==> config.mk <==
export PLATFORM = sky130hd
export DESIGN_NAME = nmot_median
export DESIGN_NICKNAME = d
export VERILOG_FILES = /design/src/design/nmot_median.sv
export SDC_FILE = /design/constraint.sdc
export NUM_CORES = 1
export LEC_CHECK = 0
export ABC_AREA = 1
export BUFFER_PORTS_ARGS = -buffer_cell sky130_fd_sc_hd__buf_2
export CAP_MARGIN = 20
export CORE_AREA = 2 2 209 211
export DETAILED_ROUTE_END_ITERATION = 8
export DIE_AREA = 0 0 211 213
export PLACE_DENSITY = 0.7
export SLEW_MARGIN = 20
export SYNTH_ARGS = -nofsm -noshare
export SYNTH_HDL_FRONTEND = slang
export SYNTH_SLANG_ARGS = --single-unit
==> constraint.sdc <==
create_clock -name i_clk -period 9.9 [get_ports i_clk]
set_clock_uncertainty 0.15 [all_clocks]
set_input_delay 0.99 -clock i_clk [delete_from_list [all_inputs] [get_ports i_clk]]
set_output_delay 0.99 -clock i_clk [all_outputs]
set_load 0.01 [all_outputs]
==> src/design/nmot_median.sv <==
`timescale 1ns / 1ps
// Twice the median of the valid entries: rank select, registered.
module nmot_median #(
    parameter int N = 8,
    parameter int W = 18
) (
    input  logic                i_clk,
    input  logic                i_en,
    input  logic [N*W-1:0]      i_vals,
    input  logic [N-1:0]        i_ok,
    output logic signed [W:0]   o_med2
);
    localparam int CB = $clog2(N + 1);
    logic signed [W-1:0] w_v [N];
    logic [CB-1:0] w_n, w_lo, w_hi;
    logic [CB-1:0] w_rank [N];
    logic signed [W-1:0] w_a, w_b;
    logic signed [W:0]   r_med2;

    always_comb begin
        w_n = '0;
        for (int i = 0; i < N; i++) begin
            w_v[i] = i_vals[i*W +: W];
            w_n = w_n + CB'(i_ok[i]);
        end
        // stable rank among valid entries
        for (int i = 0; i < N; i++) begin
            w_rank[i] = '0;
            for (int j = 0; j < N; j++)
                if (i_ok[j] && j != i &&
                    ((w_v[j] < w_v[i]) || (w_v[j] == w_v[i] && j < i)))
                    w_rank[i] = w_rank[i] + CB'(1);
        end
        w_hi = w_n >> 1;
        w_lo = w_n[0] ? w_hi : w_hi - CB'(1);
        w_a = '0;
        w_b = '0;
        for (int i = 0; i < N; i++) begin
            if (i_ok[i] && w_rank[i] == w_lo) w_a = w_v[i];
            if (i_ok[i] && w_rank[i] == w_hi) w_b = w_v[i];
        end
    end

    always_ff @(posedge i_clk) begin
        if (i_en) r_med2 <= (w_n == '0) ? '0 : (W+1)'(w_a) + (W+1)'(w_b);
    end
    assign o_med2 = r_med2;
endmodule

==> results.py, run 1 <==
metrics = {
    "timing": {
        "slew_viol_final": 0,
        "finalSetupViolCount": 0,
        "rsz0062_at_grt": "yes",
        "layout_min_cycle_time_ns": 9.485,
        "holdWs_ns": 1.059,
        "max_freq_ghz": 0.1054,
        "maxSlewHeadroom_pct": 31.42,
        "min_period_over_period_pct": 95.80,
        "hold_viol_final": 0,
        "worst_slew_pin_slew_ns": 1.016,
        "layout_setup_ws_ns": 0.4153,
    },
    "cts": {
        "cts_buffer_depth": 2,
        "tritoncts": "done",
        "cts_made_buffers": 3,
        "h-tree-depth": 1,
        "path_clk_slew_ns": 0.05,
        "cts_sinks": 19,
        "root_buffer": "clkbuf_16",
    },
    "synth": {
        "synth_area_mm2": 0.02312,
        "syn_avg_cell_area_um2": 6.006,
        "synth_async_sr_flop_share_pct": 0,
        "ys_ff_latch": 19,
        "synth_top_area_share_pct": 31.11,
        "seq_area_frac_synth_pct": 2.468,
        "yosysWarnings": 0,
        "synthDistinctLibCells": 62,
        "ys_top_cells_by_count": "nand2_1, inv_1, ha_1",
        "synthTopCellsByArea": "ha_1, nand2_1, inv_1",
        "syn-num-nets": 4584,
        "synth_edf_count": 19,
        "postSynthCellCount": 3850,
        "ys.flop_type": "edfxtp_1",
        "synth_most_common_cell": "nand2_1",
        "synth_largest_area_cell": "ha_1",
    },
    "grt": {
        "grt_overflow_total": 0,
        "grt_usage_pct": 43.15,
        "grt_pass1_wl_um": 144800,
        "grt_max_degree": 22,
        "grt_pass1_vias": 24330,
        "antenna_found_initial": 3,
    },
    "final_layout": {
        "area_growth_pct": 20.46,
        "largest_reg_flops": 19,
        "fillers": 4137,
        "fin_cells": 4839,
        "drive_gt1_share_pct": 20.68,
        "layout.nets": 5028,
        "diodes": 0,
        "finish.utilization_pct": 65.24,
    },
    "critical_path": {
        "crit_cells": 65,
        "critical-path-top-delay-family": "simple AND/OR/NAND/NOR gates",
        "critical_path.slowest_cell": "fa_2",
        "crit_buf_inv": 12,
        "crit_top_cell": "nand2_1",
        "critical_path_class": "in -> reg",
        "arrival_ns": 9.33,
        "start_kind": "input port",
        "endpoint_kind": "flip-flop",
        "cp_max_fo": 5,
        "cp.required_ns": 9.74,
        "max_stage_delay_ns": 0.42,
    },
    "floorplanning": {
        "ios": 173,
        "die_h_um": 213,
        "initial_core_util_pct": 54.16,
        "die_area_mm2": 0.04494,
        "rows": 76,
        "die_x_um": 211,
        "core-area_mm2": 0.04270,
    },
    "hold_path": {
        "worstHoldPathCells": 1,
        "hp-start": "i_en",
        "worstHoldEndpoint": "o_med2[8]",
        "hold_class": "in -> reg",
    },
    "run_status": {
        "status": "finished clean",
    },
    "route": {
        "drc": 0,
        "drt.antenna.violating_nets": 0,
        "wire_per_inst_um": 20.77,
        "drt-initial-drc-count": 3270,
        "first_pass_iters": 6,
        "vias": 27800,
        "vias_per_cell": 5.746,
        "drt_wl_total_um": 100500,
    },
    "power_and_ir_drop": {
        "power_density_mw_per_mm2": 230.3,
        "power_uw": 6415,
        "vdd_drop_max_mv": 0.2603,
        "p_leak_uw": 0.01608,
    },
    "place": {
        "port-buffer-count": 172,
        "dpl.hpwl_um": 87030,
        "pre_cts_ws_ns": -0.1651,
        "placed_cells": 4785,
        "gp_congestion": 1.112,
    },
    "flow_run": {
        "drv_cap": 0,
    },
}
## logic make-up after synthesis
| family | count (synthesis) | share of synthesized area (%) |
|---|---|---|
| flip-flops | 19 | 2.468 |
| XOR/XNOR | 28 | 1.174 |
| buffers and inverters | 691 | 12.14 |
| adder cells (fa/ha/maj) | 580 | 31.55 |
| AO/OA/AOI/OAI | 480 | 12.39 |
| AND/OR/NAND/NOR | 2052 | 40.28 |
## timing repair
item                                    4_1_cts  5_1_grt
hold buffers                                  0        0
gates resized for setup                       0      246
endpoints found under the setup margin        0        9
setup buffers                                 0       50
## report_power, final
part,internal [uW],switching [uW]
combinational,2390,3690
sequential,245,9.94
clock,54.7,27.8
## layout make-up
class,count,area (um^2),share of cell area (%)
Tap cell,546,683.2,2.453
Multi-Input combinational cell,3140,20650,74.16
Timing Repair Buffer,493,3425,12.30
Clock buffer,4,78.83,0.2830
Sequential cell,19,570.5,2.048
Inverter,637,2441,8.764
## stage by stage
step / instance area, um^2 / TNS (ns)
6_report: 27850 / 0
5_1_grt: 27850 / -0.4859
4_1_cts: 26410 / 0
3_5_place_dp: 26340 / -0.2518
3_3_place_gp: 26340 / -0.01186
2_1_floorplan: 23120 / 0
## how the worst max path moves through the flow
stage / endpoint / startpoint
final: o_med2[18] / i_vals[107]
after global routing: o_med2[17] / i_vals[107]
after CTS: o_med2[17] / i_vals[25]
after detailed placement: o_med2[17] / i_vals[25]
after global placement: o_med2[17] / i_vals[25]
after floorplan: o_med2[18] / i_vals[0]
## cells in the final DEF, fill, tap and decap left out, types with 33 or more instances in the layout
cell type	synthesis	final
nand2_2	52	88
buf_4	10	313
a21oi_1	227	209
nand2_1	1076	1035
buf_2	17	159
a21oi_2	22	39
nand3_2	34	40
o21ai_0	98	85
ha_4	0	33
nand3_1	405	396
nor3_1	42	35
inv_1	608	575
nand4_1	81	81
nor2_1	253	238
inv_2	25	44
ha_1	575	540
## per-layer routing
| layer | wire length, um | vias to the layer above | track usage (%) |
|---|---|---|---|
| met4 | 7942 | 6 | 27.83 |
| li1 | - | 13660 | - |
| met1 | 40760 | 12300 | 55.99 |
| met2 | 41730 | 1509 | 66.73 |
| met5 | 30 | - | 0 |
| met3 | 10040 | 327 | 6.442 |
Note: power is estimated with default switching activity, not from simulation.
==> run 2: changes to the inputs <==
--- a/config.mk
+++ b/config.mk
@@ -7,11 +7,10 @@
 export LEC_CHECK = 0
 export ABC_AREA = 1
 export BUFFER_PORTS_ARGS = -buffer_cell sky130_fd_sc_hd__buf_2
-export CAP_MARGIN = 20
-export CORE_AREA = 2 2 209 211
+export CORE_AREA = 2 2 247 249
 export DETAILED_ROUTE_END_ITERATION = 8
-export DIE_AREA = 0 0 211 213
-export PLACE_DENSITY = 0.7
+export DIE_AREA = 0 0 249 251
+export PLACE_DENSITY = 0.52
 export SLEW_MARGIN = 20
 export SYNTH_ARGS = -nofsm -noshare
 export SYNTH_HDL_FRONTEND = slang
==> results.py, run 2 (synthesis results as in run 1) <==
metrics = {
    "timing": {
        "holdWs_ns": 1.048,
        "hold_viol_final": 0,
        "slew_viol_final": 0,
        "fin_setup_tns_ns": 0,
        "layout_min_cycle_time_ns": 9.525,
        "rsz0062_at_grt": "yes",
        "worst_slew_pin_slew_ns": 0.8848,
        "min_period_over_period_pct": 96.21,
        "max_freq_ghz": 0.1050,
        "finalSetupViolCount": 0,
        "maxSlewHeadroom_pct": 40.66,
    },
    "power_and_ir_drop": {
        "p_leak_uw": 0.01736,
        "internal_power_uw": 2899,
        "power_density_mw_per_mm2": 223.2,
        "p_seq_share_pct": 3.9,
        "power_uw": 6691,
        "power.switching_uw": 3792,
        "vdd_drop_max_mv": 0.2502,
        "switching_share_pct": 56.68,
        "clkPwrFrac_pct": 1.3,
        "comb_power_share_pct": 94.8,
    },
    "critical_path": {
        "critical_path_class": "in -> reg",
        "startpoint": "i_vals[9]",
        "start_kind": "input port",
        "cp_max_fo": 9,
        "critical_path.slowest_cell": "fa_2",
        "crit_top_cell": "nand2_1",
        "arrival_ns": 9.38,
        "endpoint_kind": "flip-flop",
        "cp.required_ns": 9.76,
        "setup.worst_path.end": "o_med2[18]",
        "max_stage_delay_ns": 0.35,
    },
    "place": {
        "gp_congestion": 1.007,
        "dpl.hpwl_um": 100600,
        "placed_cells": 5302,
        "postPlaceCellArea_mm2": 0.02887,
        "port-buffer-count": 172,
    },
    "floorplanning": {
        "die_area_mm2": 0.06250,
        "die_h_um": 251,
        "die_x_um": 249,
        "core-area_mm2": 0.05979,
        "ios": 173,
        "rows": 90,
        "initial_core_util_pct": 38.67,
    },
    "cts": {
        "path_clk_slew_ns": 0.06,
        "cts_made_buffers": 3,
        "hold_buffers": 0,
        "tritoncts": "done",
        "cts_buffer_depth": 2,
        "cts_sinks": 19,
        "h-tree-depth": 1,
        "root_buffer": "clkbuf_16",
    },
    "final_layout": {
        "drive_gt1_share_pct": 24.45,
        "final_area_mm2": 0.02997,
        "fin_cells": 5321,
        "diodes": 0,
        "area_growth_pct": 29.63,
        "largest_reg_flops": 19,
        "final_cell_mix": "nand2_1, inv_1, ha_1",
        "layout.nets": 5274,
        "final_common_cell": "nand2_1",
    },
    "route": {
        "drt_wl_total_um": 113000,
        "vias": 27890,
        "drt.antenna.violating_nets": 0,
        "first_pass_iters": 6,
        "drc": 0,
        "vias_per_cell": 5.241,
        "drt-initial-drc-count": 2555,
        "wire_per_inst_um": 21.23,
    },
    "grt": {
        "grt_pass1_wl_um": 161900,
        "grt_usage_pct": 34.97,
        "grt_max_degree": 22,
        "grt_overflow_total": 0,
        "antenna_found_initial": 1,
        "grt_pass1_vias": 25110,
    },
    "run_status": {
        "status": "finished clean",
    },
    "hold_path": {
        "hold_class": "in -> reg",
    },
    "flow_run": {
        "drv_cap": 0,
    },
}
run 2: cell count changes in the layout (fill, tap and decap cells not counted), moves of 6 or more:
cell,delta
ha_4,-6
buf_2,+6
buf_12,+7
clkinvlp_4,-8
nor2_1,+7
inv_1,+14
buf_4,+230
inv_2,-6
run 2: repair_timing:
item | CTS | global route
endpoints found under the setup margin | 3 | 9
pin swaps | 1 | 65
hold endpoints to repair | 0 | 0
resized for setup | 5 | 202
setup buffers | 3 | 14
run 2: stage by stage:
| stage | utilization (%) | worst slack (ns) |
|---|---|---|
| 2_1_floorplan | - | 0.8500 |
| 3_3_place_gp | 48.27 | -0.2597 |
| 3_5_place_dp | 48.27 | -0.3552 |
| 4_1_cts | 48.46 | 0.006869 |
| 5_1_grt | 50.13 | -0.2785 |
| 6_report | 50.13 | 0.3750 |
run 2: how the worst min path moves through the flow:
stage / startpoint / end / slack (ns) / depth (start not counted)
finish: i_en / o_med2[7] / 1.05 / 1
global route: i_en / o_med2[7] / 1.06 / 1
CTS: i_en / o_med2[7] / 1.05 / 1
detailed placement: o_med2[7] / o_med2[7] / 1.25 / 1
global placement: o_med2[7] / o_med2[7] / 1.25 / 1
floorplan: i_en / o_med2[0] / 0.95 / 0
run 2: layer usage:
layer | share of wire [%] | track usage [%] | up-vias
met3 | 5.8 | 2.040 | 172
met4 | 5.2 | 15.00 | 2
met2 | 44 | 57.52 | 960
li1 | - | - | 14160
met1 | 45 | 47.37 | 12600
met5 | 0.012 | 0 | -
run 2: area by class of cell:
type	count	area (um^2)
inverters	637	2411
clock buffers	3	75.07
fillers	6442	29820
repair buffers	739	5366
well taps	782	978.4
clock inverters	1	5.005
multi-input cells	3140	20570
flip-flops and latches	19	570.5
run 2: power groups by stage:
stage / combinational (uW) / sequential (uW) / clock [uW]
after detailed placement: 5910 / 262 / 0
after global placement: 5920 / 261 / 0
after global routing: 7010 / 265 / 91.6
final: 6340 / 262 / 86.2
after CTS: 5990 / 261 / 86.0
after floorplan: 3560 / 281 / 0
run 2: worst max-delay path: cells and delay by family:
family | cells | cell delay (ns)
simple gates | 32 | 3.40
compound gates | 13 | 1.51
fa+ha+maj | 8 | 2.09
buf+inv | 11 | 1.33
==> run 3: changes to the inputs <==
--- a/config.mk
+++ b/config.mk
@@ -10,7 +10,8 @@
 export CORE_AREA = 2 2 247 249
 export DETAILED_ROUTE_END_ITERATION = 8
 export DIE_AREA = 0 0 249 251
-export PLACE_DENSITY = 0.52
+export HOLD_SLACK_MARGIN = 0.03
+export PLACE_DENSITY_LB_ADDON = 0.12
 export SLEW_MARGIN = 20
 export SYNTH_ARGS = -nofsm -noshare
 export SYNTH_HDL_FRONTEND = slang
==> constraint.sdc (replaced) <==
create_clock -name i_clk -period 11.5 [get_ports i_clk]
set_clock_uncertainty 0.15 [all_clocks]
set_input_delay 1.15 -clock i_clk [delete_from_list [all_inputs] [get_ports i_clk]]
set_output_delay 1.15 -clock i_clk [all_outputs]
set_load 0.01 [all_outputs]
==> results.py, run 3 (synthesis results as in run 1) <==
metrics = {
    "critical_path": {
        "endpoint_kind": "flip-flop",
        "cp_max_fo": 11,
        "max_stage_delay_ns": 0.53,
        "arrival_ns": 10.60,
        "critical_path_class": "in -> reg",
        "crit_top_cell": "nand2_1",
        "start_kind": "input port",
        "cp.required_ns": 11.34,
        "critical_path.slowest_cell": "nor3_1",
    },
    "timing": {
        "hold_viol_final": 0,
        "slew_viol_final": 0,
        "fin_setup_tns_ns": 0,
        "rsz0062_at_grt": "no",
        "max_freq_ghz": 0.09298,
        "worst_slew_pin_slew_ns": 0.8381,
        "min_period_over_period_pct": 93.52,
        "maxSlewHeadroom_pct": 43.79,
        "layout_min_cycle_time_ns": 10.75,
        "holdWs_ns": 1.217,
        "finalSetupViolCount": 0,
    },
    "final_layout": {
        "final_common_cell": "nand2_1",
        "final_cell_mix": "nand2_1, inv_1, ha_1",
        "diodes": 0,
        "drive_gt1_share_pct": 12.04,
        "layout.nets": 4796,
        "largest_reg_flops": 19,
        "area_growth_pct": 9.529,
    },
    "cts": {
        "cts_sinks": 19,
        "path_clk_slew_ns": 0.05,
        "h-tree-depth": 1,
        "cts_made_buffers": 3,
        "tritoncts": "done",
        "cts_buffer_depth": 2,
        "root_buffer": "clkbuf_16",
    },
    "power_and_ir_drop": {
        "power_density_mw_per_mm2": 187.2,
        "vdd_drop_max_mv": 0.1691,
        "p_leak_uw": 0.01493,
    },
    "hold_path": {
        "worstHoldEndpoint": "o_med2[9]",
        "hp-start": "i_en",
        "worstHoldPathCells": 1,
        "hold_class": "in -> reg",
    },
    "grt": {
        "grt_pass1_vias": 23320,
        "grt_pass1_wl_um": 152700,
        "grt_usage_pct": 32.59,
        "grt_max_degree": 22,
        "antenna_found_initial": 1,
        "grt_overflow_total": 0,
    },
    "place": {
        "dpl.hpwl_um": 91180,
        "gp_congestion": 1.012,
        "port-buffer-count": 172,
    },
    "route": {
        "vias_per_cell": 5.365,
        "drt.antenna.violating_nets": 0,
        "first_pass_iters": 6,
        "drt_wl_total_um": 104200,
        "drc": 0,
        "drt-initial-drc-count": 2429,
        "vias": 25980,
        "wire_per_inst_um": 21.51,
    },
    "floorplanning": {
        "die_h_um": 251,
        "core-area_mm2": 0.05979,
        "initial_core_util_pct": 38.67,
        "ios": 173,
        "die_area_mm2": 0.06250,
        "die_x_um": 249,
        "rows": 90,
    },
    "flow_run": {
        "drv_cap": 0,
    },
    "run_status": {
        "status": "finished clean",
    },
}
run 3: cell count changes in the layout (fill, tap and decap cells not counted), sizes merged:
cell	delta
buf	-475
clkinvlp	-4
inv	+4
clkbuf	-2
clkinv	-1
run 3: area by class of cell:
| class | count | area [um^2] |
|---|---|---|
| Clock buffer | 4 | 78.83 |
| Fill cell | 6598 | 34470 |
| Inverter | 637 | 2391 |
| Multi-Input combinational cell | 3140 | 19780 |
| Sequential cell | 19 | 570.5 |
| Tap cell | 782 | 978.4 |
| Timing Repair Buffer | 261 | 1529 |
run 3: worst max-delay path by stage:
stage / start / end / slack [ns] / cells past startpoint
after detailed placement: i_vals[25] / o_med2[17] / 0.48 / 67
after floorplan: i_vals[0] / o_med2[18] / 2.29 / 66
after global placement: i_vals[45] / o_med2[17] / 0.56 / 67
after global routing: i_vals[45] / o_med2[17] / 0.03 / 67
after CTS: i_vals[45] / o_med2[17] / 0.72 / 67
final: i_vals[45] / o_med2[18] / 0.75 / 67
run 3: worst max-delay path, delay by kind of cell:
family          cells  cell delay (ns)
fa+ha+maj           8             2.15
xor+xnor            1             0.16
buf+inv            13             1.16
compound gates     12             1.70
simple gates       33             4.26
run 3: power breakdown:
group          switching [uW]  internal, uW
registers                11.4           211
clock network            24.3          47.2
logic                    2940          1510
total                    2970          1770
run 3: what timing repair did:
item	4_1_cts	5_1_grt
hold buffers	0	0
endpoints found under the setup margin	0	4
gates resized for setup	0	10
setup buffers	0	3
run 3: routing by layer:
layer  global-route usage (%)  wire length (um)  part of all wire, %  vias up
met1                    45.22             47880                   46    11720
li1                         -                 -                    -    13190
met2                    51.65             44330                   43      925
met4                    13.16              5107                  4.9        2
met5                        0                16                0.015        -
met3                    3.137              6858                  6.6      147
run 3: stage by stage:
step           setup slack (ns)  instances  total power [uW]  area [um^2]  util [%]
2_1_floorplan             2.290       3850              3307        23120         -
3_3_place_gp             0.5602       4836              4580        25190     42.13
3_5_place_dp             0.4848       4836              4567        25190     42.13
4_1_cts                  0.7228       4840              4656        25270     42.26
5_1_grt                 0.03196       4843              5293        25330     42.35
6_report                 0.7452       4843              4740        25330     42.35
